<file path="config.mk">
export PLATFORM = sky130hd
export DESIGN_NAME = mlp_ctrl
export DESIGN_NICKNAME = d
export VERILOG_FILES = /design/src/design/mlp_pkg.sv /design/src/design/mlp_ctrl.sv
export SDC_FILE = /design/constraint.sdc
export NUM_CORES = 1
export LEC_CHECK = 0
export BUFFER_PORTS_ARGS = -buffer_cell sky130_fd_sc_hd__buf_2
export CELL_PAD_IN_SITES_DETAIL_PLACEMENT = 0
export CELL_PAD_IN_SITES_GLOBAL_PLACEMENT = 1
export CORE_ASPECT_RATIO = 0.7
export CORE_MARGIN = 2
export CORE_UTILIZATION = 34
export CTS_BUF_LIST = sky130_fd_sc_hd__clkbuf_4 sky130_fd_sc_hd__clkbuf_8
export DETAILED_ROUTE_END_ITERATION = 7
export GPL_ROUTABILITY_DRIVEN = 0
export MAX_ROUTING_LAYER = met4
export PLACE_DENSITY_LB_ADDON = 0.12
export SKIP_CTS_REPAIR_TIMING = 1
export SLEW_MARGIN = 10
export SYNTH_ARGS = -nofsm -noshare
export SYNTH_HDL_FRONTEND = slang
export SYNTH_SLANG_ARGS = --single-unit
</file>
<file path="constraint.sdc">
create_clock -name clk_i -period 9.1 [get_ports clk_i]
set_input_delay 0.91 -clock clk_i [delete_from_list [all_inputs] [get_ports clk_i]]
set_output_delay 0.91 -clock clk_i [all_outputs]
set_load 0.05 [all_outputs]
</file>
<file path="src/design/mlp_pkg.sv">
// Shared constants, command bundle and helpers of the minimax linear partition unit.
`default_nettype none

package mlp_pkg;

  // Sizing of the leg store and the solver.
  localparam int MAX_LEGS   = 513;
  localparam int MAX_NIGHTS = 256;
  localparam int LEG_BITS   = 16;

  localparam int NIGHTS_W   = 9;
  localparam int CNT_W      = $clog2(MAX_LEGS + 1);
  localparam int IDX_W      = $clog2(MAX_LEGS);
  localparam int SUM_W      = LEG_BITS + $clog2(MAX_LEGS);
  localparam int COST_W     = SUM_W + 1;
  localparam int COST_DEPTH = 2 * MAX_LEGS;
  localparam int COST_AW    = $clog2(COST_DEPTH);
  localparam int CMP_W      = ((CNT_W > NIGHTS_W) ? CNT_W : NIGHTS_W) + 1;
  localparam int TDATA_W    = ((SUM_W + 7) / 8) * 8;

  // Cost of a position from which the remaining stops cannot be placed.
  localparam logic [COST_W-1:0] COST_INF = '1;

  // Commands from the sequencer to the datapath.
  typedef struct packed {
    logic               pfx_wr;
    logic               first;
    logic [IDX_W-1:0]   pfx_wr_addr;
    logic               pfx_rd;
    logic [IDX_W-1:0]   pfx_rd_addr;
    logic               cost_rd;
    logic [COST_AW-1:0] cost_rd_addr;
    logic               cost_wr;
    logic [COST_AW-1:0] cost_wr_addr;
    logic               cost_wr_best;
    logic               init_zero;
    logic               base_load;
    logic               base_zero;
    logic               best_init;
    logic               acc;
    logic               out_load;
    logic               out_infeasible;
  } mlp_cmd_t;

  // Address of entry idx in one of the two working rows.
  function automatic logic [COST_AW-1:0] cost_addr(input logic half,
                                                   input logic [IDX_W-1:0] idx);
    logic [COST_AW-1:0] base;
    base = half ? COST_AW'(MAX_LEGS) : '0;
    return base + COST_AW'(idx);
  endfunction

endpackage

`default_nettype wire

</file>
<file path="src/design/mlp_ctrl.sv">
// Sequencer: leg intake, solver loop counters, nights register and result handshake.
`default_nettype none

module mlp_ctrl
  import mlp_pkg::*;
(
  input  wire logic                clk_i,
  input  wire logic                rst_ni,
  input  wire logic                cfg_valid_i,
  input  wire logic [NIGHTS_W-1:0] cfg_data_i,
  input  wire logic                in_valid_i,
  input  wire logic                in_last_i,
  output logic                     in_ready_o,
  output logic                     out_valid_o,
  input  wire logic                out_ready_i,
  output mlp_cmd_t                 cmd_o
);

  localparam logic [3:0] ST_IDLE    = 4'd0;
  localparam logic [3:0] ST_INIT_RD = 4'd1;
  localparam logic [3:0] ST_INIT_WR = 4'd2;
  localparam logic [3:0] ST_P_BASE  = 4'd3;
  localparam logic [3:0] ST_P_LATCH = 4'd4;
  localparam logic [3:0] ST_INNER   = 4'd5;
  localparam logic [3:0] ST_DRAIN   = 4'd6;
  localparam logic [3:0] ST_P_WRITE = 4'd7;
  localparam logic [3:0] ST_FIN_RD  = 4'd8;
  localparam logic [3:0] ST_DONE    = 4'd9;

  logic [3:0]          state_q, state_d;
  logic [NIGHTS_W-1:0] nights_q;
  logic [CNT_W-1:0]    count_q, count_d;
  logic [IDX_W-1:0]    sites_q, sites_d;
  logic [IDX_W-1:0]    p_q, p_d;
  logic [IDX_W-1:0]    i_q, i_d;
  logic [NIGHTS_W-1:0] j_q, j_d;
  logic                row_q, row_d;
  logic                infeas_q, infeas_d;
  logic                valid_q, valid_d;

  logic                room;
  logic [CNT_W-1:0]    new_count;
  logic [IDX_W-1:0]    new_sites;
  logic                too_many;

  // Intake bookkeeping for the current leg.
  assign room      = (count_q < CNT_W'(MAX_LEGS));
  assign new_count = room ? count_q + CNT_W'(1) : count_q;
  assign new_sites = IDX_W'(new_count - CNT_W'(1));
  assign too_many  = (CMP_W'(nights_q) > CMP_W'(MAX_NIGHTS)) ||
                     (CMP_W'(nights_q) > CMP_W'(new_sites));

  assign in_ready_o  = (state_q == ST_IDLE);
  assign out_valid_o = valid_q;

  // Next state and datapath commands.
  always_comb begin
    state_d  = state_q;
    count_d  = count_q;
    sites_d  = sites_q;
    p_d      = p_q;
    i_d      = i_q;
    j_d      = j_q;
    row_d    = row_q;
    infeas_d = infeas_q;
    valid_d  = valid_q;
    cmd_o    = '0;

    if (valid_q && out_ready_i) begin
      valid_d = 1'b0;
    end

    cmd_o.pfx_wr_addr = count_q[IDX_W-1:0];
    cmd_o.first       = (count_q == '0);

    case (state_q)
      ST_IDLE: begin
        if (in_valid_i) begin
          cmd_o.pfx_wr = room;
          count_d      = new_count;
          if (in_last_i) begin
            count_d  = '0;
            sites_d  = new_sites;
            p_d      = '0;
            row_d    = 1'b0;
            infeas_d = too_many;
            state_d  = too_many ? ST_DONE : ST_INIT_RD;
          end
        end
      end
      ST_INIT_RD: begin
        // Position zero has an empty prefix, so nothing is read for it.
        cmd_o.pfx_rd      = (p_q != '0);
        cmd_o.pfx_rd_addr = p_q - IDX_W'(1);
        state_d           = ST_INIT_WR;
      end
      ST_INIT_WR: begin
        cmd_o.cost_wr      = 1'b1;
        cmd_o.cost_wr_addr = cost_addr(row_q, p_q);
        cmd_o.init_zero    = (p_q == '0);
        if (p_q == sites_q) begin
          p_d = '0;
          if (nights_q == '0) begin
            state_d = ST_FIN_RD;
          end else begin
            j_d     = NIGHTS_W'(1);
            row_d   = ~row_q;
            state_d = ST_P_BASE;
          end
        end else begin
          p_d     = p_q + IDX_W'(1);
          state_d = ST_INIT_RD;
        end
      end
      ST_P_BASE: begin
        cmd_o.pfx_rd      = (p_q != '0);
        cmd_o.pfx_rd_addr = p_q - IDX_W'(1);
        cmd_o.best_init   = 1'b1;
        i_d               = p_q + IDX_W'(1);
        state_d           = ST_P_LATCH;
      end
      ST_P_LATCH: begin
        cmd_o.base_load = 1'b1;
        cmd_o.base_zero = (p_q == '0);
        state_d         = (p_q == sites_q) ? ST_P_WRITE : ST_INNER;
      end
      ST_INNER: begin
        // One candidate stop per cycle; the compare follows in the next cycle.
        cmd_o.pfx_rd       = 1'b1;
        cmd_o.pfx_rd_addr  = i_q - IDX_W'(1);
        cmd_o.cost_rd      = 1'b1;
        cmd_o.cost_rd_addr = cost_addr(~row_q, i_q);
        cmd_o.acc          = 1'b1;
        if (i_q == sites_q) begin
          state_d = ST_DRAIN;
        end else begin
          i_d = i_q + IDX_W'(1);
        end
      end
      ST_DRAIN: begin
        state_d = ST_P_WRITE;
      end
      ST_P_WRITE: begin
        cmd_o.cost_wr      = 1'b1;
        cmd_o.cost_wr_addr = cost_addr(row_q, p_q);
        cmd_o.cost_wr_best = 1'b1;
        if (p_q == sites_q) begin
          p_d = '0;
          if (j_q == nights_q) begin
            state_d = ST_FIN_RD;
          end else begin
            j_d     = j_q + NIGHTS_W'(1);
            row_d   = ~row_q;
            state_d = ST_P_BASE;
          end
        end else begin
          p_d     = p_q + IDX_W'(1);
          state_d = ST_P_BASE;
        end
      end
      ST_FIN_RD: begin
        cmd_o.cost_rd      = 1'b1;
        cmd_o.cost_rd_addr = cost_addr(row_q, '0);
        state_d            = ST_DONE;
      end
      ST_DONE: begin
        // Wait until the result register is free.
        if (!valid_q || out_ready_i) begin
          cmd_o.out_load       = 1'b1;
          cmd_o.out_infeasible = infeas_q;
          valid_d              = 1'b1;
          state_d              = ST_IDLE;
        end
      end
      default: begin
        state_d = ST_IDLE;
      end
    endcase
  end

  // Control registers.
  always_ff @(posedge clk_i or negedge rst_ni) begin
    if (!rst_ni) begin
      state_q  <= ST_IDLE;
      nights_q <= '0;
      count_q  <= '0;
      sites_q  <= '0;
      p_q      <= '0;
      i_q      <= '0;
      j_q      <= '0;
      row_q    <= 1'b0;
      infeas_q <= 1'b0;
      valid_q  <= 1'b0;
    end else begin
      state_q  <= state_d;
      count_q  <= count_d;
      sites_q  <= sites_d;
      p_q      <= p_d;
      i_q      <= i_d;
      j_q      <= j_d;
      row_q    <= row_d;
      infeas_q <= infeas_d;
      valid_q  <= valid_d;
      if (cfg_valid_i) begin
        nights_q <= cfg_data_i;
      end
    end
  end

endmodule

`default_nettype wire

</file>
**Yosys cells after proc, flatten, opt, wreduce, memory -nomap -nowiden**

Cells that the tools add are included.

- Register bits after elaboration: 65
- Input bits: 15
- Output and inout port bits: 57

- Add/subtract/negate cells: 9
- $lt $le $gt $ge: 3
- Equality and inequality tests: 21
- Mux-type cells: 48
- Bitwise logic cells: 1
- Reduce and logical (&&, ||, !) cells: 22

Operators by type and width:

| kind | count |
|---|---|
| two-way mux 10 bit | 8 |
| case mux 10 bit (2 select lines) | 2 |
| case mux 4 bit (10 select lines) | 1 |
| two-way mux 4 bit | 9 |
| two-way mux 9 bit | 4 |
| adder 10 x 1 -> 10 bit (second input constant) | 3 |
| subtractor 10 x 1 -> 10 bit (second input constant) | 3 |
| case mux 12 bit (2 select lines) | 1 |
| case mux 11 bit (2 select lines) | 1 |
| == test 10 bit | 2 |
| logical NOT 10 bit | 2 |
| != test 2 bit (second input constant) | 9 |
| case mux 9 bit (2 select lines) | 1 |
| == test 4 x 3 -> 1 bit (second input constant) | 4 |
| two-way mux 1 bit | 15 |
| two-way mux 12 bit | 1 |
| adder 10 x 10 -> 11 bit | 1 |
| adder 11 x 10 -> 11 bit | 1 |
| greater-than comparator 9 x 10 -> 1 bit | 1 |
| < comparator 10 bit (second input constant) | 1 |
| nonzero test 10 bit | 1 |
| adder 9 x 1 -> 9 bit (second input constant) | 1 |
| == test 9 bit | 1 |
| greater-than comparator 9 bit (second input constant) | 1 |
| 19 further kinds | 30 |

**Depth between registers and ports, before layout**

- Depth after elaboration: 9
- Gate-level depth with buffers: 17

**Worst setup path before layout**

Ideal clock, no wire load.

- Path type: reg2out
- Start point: register state_q[1]
- End point: output cmd_o[54] in the netlist's numbering
- Arrival: 3422 ps
- Data required time: 8190 ps
- Setup slack: 4768 ps
- Stages on the path, launching flop included: 6
- Buffers on the path: 2
- Cells stage by stage: dfrtp_1 > buf_2 > nor4_1 > nand2_1 > clkbuf_1 > nor2_1

RTL lines:

| what | RTL line | text |
|---|---|---|
| start, declared | mlp_ctrl.sv:30 | `logic [3:0] state_q, state_d;` |
| start signal, assigned | mlp_ctrl.sv:195 | `state_q <= state_d;` |
| end, declared | mlp_ctrl.sv:16 | `output mlp_cmd_t cmd_o` |

==> out/qor.yml <==
pwr:
  combinationalPowerShare_pct: 60.4
  ir_drop_v: 0.0002117
  power_switching_mw: 1.131
  p_leak_nw: 2.561
  swShare_pct: 55.59
  powerDensity_nw_per_um2: 355.1
  power_mw: 2.035
  seqPwrFrac_pct: 26.9
  internal_power_mw: 0.9038
  p_clk_share_pct: 12.7
yosys:
  syn_nets: 650
  async_flop_share_pct: 100.0
  synth_cells: 612
  synth_area_leader_cell: "dfrtp_1"
  yosys-top-cells-area: "dfrtp_1 32%, xnor2_1 7.1%, xor2_1 6.7%"
  synth_most_common_cell: "nor2_1"
  yosysSeqAreaShare_pct: 31.96
  synth_area_um2: 5089
  synth_top_area_share_pct: 31.96
  avgSynthCellArea_um2: 8.315
  synth_warnings: 0
  ys_ff_latch: 65
  ys_top_cells_by_count: "76 x nor2_1, 65 x dfrtp_1, 54 x nand2_1, 46 x o21ai_0, 41 x xnor2_1"
  synth_cell_type_count: 66
  yosys_most_used_dff: "dfrtp_1"
  synth-edff-count: 0
run:
  max_cap_viol_count: 0
timing:
  hold_viol: 0
  final.setup.tns_ns: 0
  maxSlewViolCount: 0
  relSlewSlack_pct: 26.47
  worstMarginPinSlew_ns: 1.099
  min_period_ns: 4.258
  fin_crit_sh_pct: 46.79
  max_freq_mhz: 234.8
  setup_slack_ns: 4.842
  setup_viol: 0
  rsz0062_at_grt: "false"
  fin_skew_ns: 0.01049
min_path:
  worst_hold_path_type: "reg2reg"
  min_path_cells: 2
  min_from: "infeas_q"
  min_to: "infeas_q"
setup_path:
  worst_ep_required_time_ns: 8.19
  start_kind: "flop"
  crit_path_max_incr_delay_ns: 0.54
  crit_fanout: 36
  critical_path_class: "reg2out"
  path_cells: "nand4bb_1 -> buf_4 -> inv_2 -> nor2_1 -> a21oi_1 -> ha_1 -> o21ai_0 -> a21oi_1 -> o21ai_1 -> xnor2_1 -> nor2_1 -> buf_2"
  r2r_slack_ns: 4.96
  reg2reg_depth: 17
  r2r-start: "count_q[0]"
  arrival_ns: 3.35
  worstSetupEndpointType: "output port"
  r2r-end: "state_q[3]"
  crit_slowest_cell: "dfrtp_1"
drt:
  dr.pass1.iters: 5
  drt-initial-drc-count: 248
  routed_wirelength_mm: 15.04
  via_per_inst: 5.357
  vias: 4580
  ant_nets: 0
  wl_per_cell_um: 17.59
  drc_errors: 0
global_routing:
  grt_util_all_layers_pct: 20.60
  grt_pass1_vias: 4362
  gr-total-overflow: 0
  grt_max_degree: 66
  grt_pass1_wl_mm: 24.50
  antenna_found_initial: 0
floorplan:
  die_area_um2: 15980
  rows: 37
  coreArea_um2: 14680
  pin_count: 72
  chipWidth_um: 150.2
  die_h_um: 106.4
  start_util_pct: 34.67
cts:
  clkLatencyLatePin_ns: 0.37
  clockRootBuffer: "clkbuf_8"
  numCtsBuffers: 9
  path_clk_slew_ns: 0.08
  tritoncts: "done"
  cts.sink_count: 65
  htreeDepth: 3
  ctsLongestPathBuffers: 2
placement:
  portBuffers: 71
  dp.cells: 839
  place_ws_ns: 5.034
  place_area_um2: 5533
  place_hpwl_mm: 11.20
layout:
  design_area_um2: 5732
  synthToLayoutAreaGrowth_pct: 12.64
  drive_above_1_share_pct: 17.73
  n_antenna_cell: 0
  final_cells: 855
  finalNetCount: 693
  nFillCells: 1543
status:
  status: "completed"
## kinds of logic (layout without fill, tap and decap cells)
kind of cell,Yosys count,in the layout,synth area share (%)
AOI/OAI and AO/OA,117,117,14.58
adders and majority gates,23,23,5.655
muxes,20,20,4.156
and+or+nand+nor,250,250,25.10
DFF,65,65,31.96
xor gates and xnor gates,81,81,14.09
buffers and inverters,56,104,4.451
## final cells by class
class                      count  area (um2)  share of cell area [%]
multi-input combinational    491        3236                   56.45
sequential                    65        1627                   28.38
timing repair buffer          73       370.4                   6.461
tap                          195       244.0                   4.257
clock buffer                  10       131.4                   2.292
clock inverter                 6       67.56                   1.179
inverter                      15       56.30                  0.9823
## routing by layer
layer	part of all wire (%)	vias to the layer above	global-route usage (%)	routed length (um)
met5	0	-	-	0
met4	0.68	0	3.841	102
met3	5.6	8	5.408	845
met2	41	120	27.01	6117
met1	53	2203	31.40	7973
li1	-	2249	-	-
## sequential cells by signal (all words and copies together) (netlist names)
| name | count |
|---|---|
| row_q | 1 |
| j_q | 9 |
| sites_q | 10 |
| count_q | 10 |
| i_q | 10 |
| infeas_q | 1 |
| nights_q | 9 |
| out_valid_o | 1 |
| p_q | 10 |
| state_q | 4 |
## how the worst max path moves through the flow
stage                     startpoint         end  slack (ns)  cells past startpoint
after floorplan           state_q[1]   cmd_o[54]        4.77                      5
after global placement    count_q[0]  state_q[3]        5.18                     17
after detailed placement  count_q[0]  state_q[3]        5.03                     17
after CTS                 state_q[3]   cmd_o[40]        4.84                     12
after global routing      state_q[3]   cmd_o[40]        4.55                     12
final                     state_q[3]   cmd_o[40]        4.84                     12
## power by group through the flow
stage	Sequential, mW	Combinational [mW]	Clock [mW]
detailed placement	0.551	1.23	0
CTS	0.545	1.24	0.267
global route	0.568	1.35	0.281
finish	0.547	1.23	0.259
global placement	0.548	1.22	0
floorplan	0.447	1.04	0
## per-stage QoR
step	hold WS (ns)	util (%)
after floorplan	0.4474	-
after global placement	0.4960	37.70
after detailed placement	0.4984	37.70
after CTS	0.5185	39.06
after global routing	0.5425	39.06
final	0.5187	39.06
## worst max-delay path: cells and delay by family (launching register included)
family | cells | cell delay (ns)
buffers and inverters | 3 | 1.00
adder cells (fa/ha/maj) | 1 | 0.19
AO/OA/AOI/OAI | 4 | 0.62
XOR/XNOR | 1 | 0.13
flip-flops | 1 | 0.54
AND/OR/NAND/NOR | 3 | 0.46
## cell usage in the layout, fill, tap and decap left out, types with 3 or more instances in the layout
cell type	synthesis	final
nor4b_1	3	3
o21ai_1	17	17
buf_2	10	71
nor2_1	76	76
clkbuf_8	0	9
xnor2_1	41	41
a21oi_1	17	17
inv_1	11	11
inv_2	3	3
o21ai_0	46	46
nor3_1	24	24
or3_1	5	5
o31ai_1	3	3
nand3_1	20	20
nand4_1	15	15
mux2_2	9	9
o22a_1	5	5
xor2_1	39	39
nand2b_1	5	5
dfrtp_1	65	65
and3_1	13	13
nor4_1	9	9
mux2i_1	11	11
ha_1	23	23
nand2_1	54	54
and2_1	5	5
a31oi_1	3	3
Power figures use the tool's default switching activity.
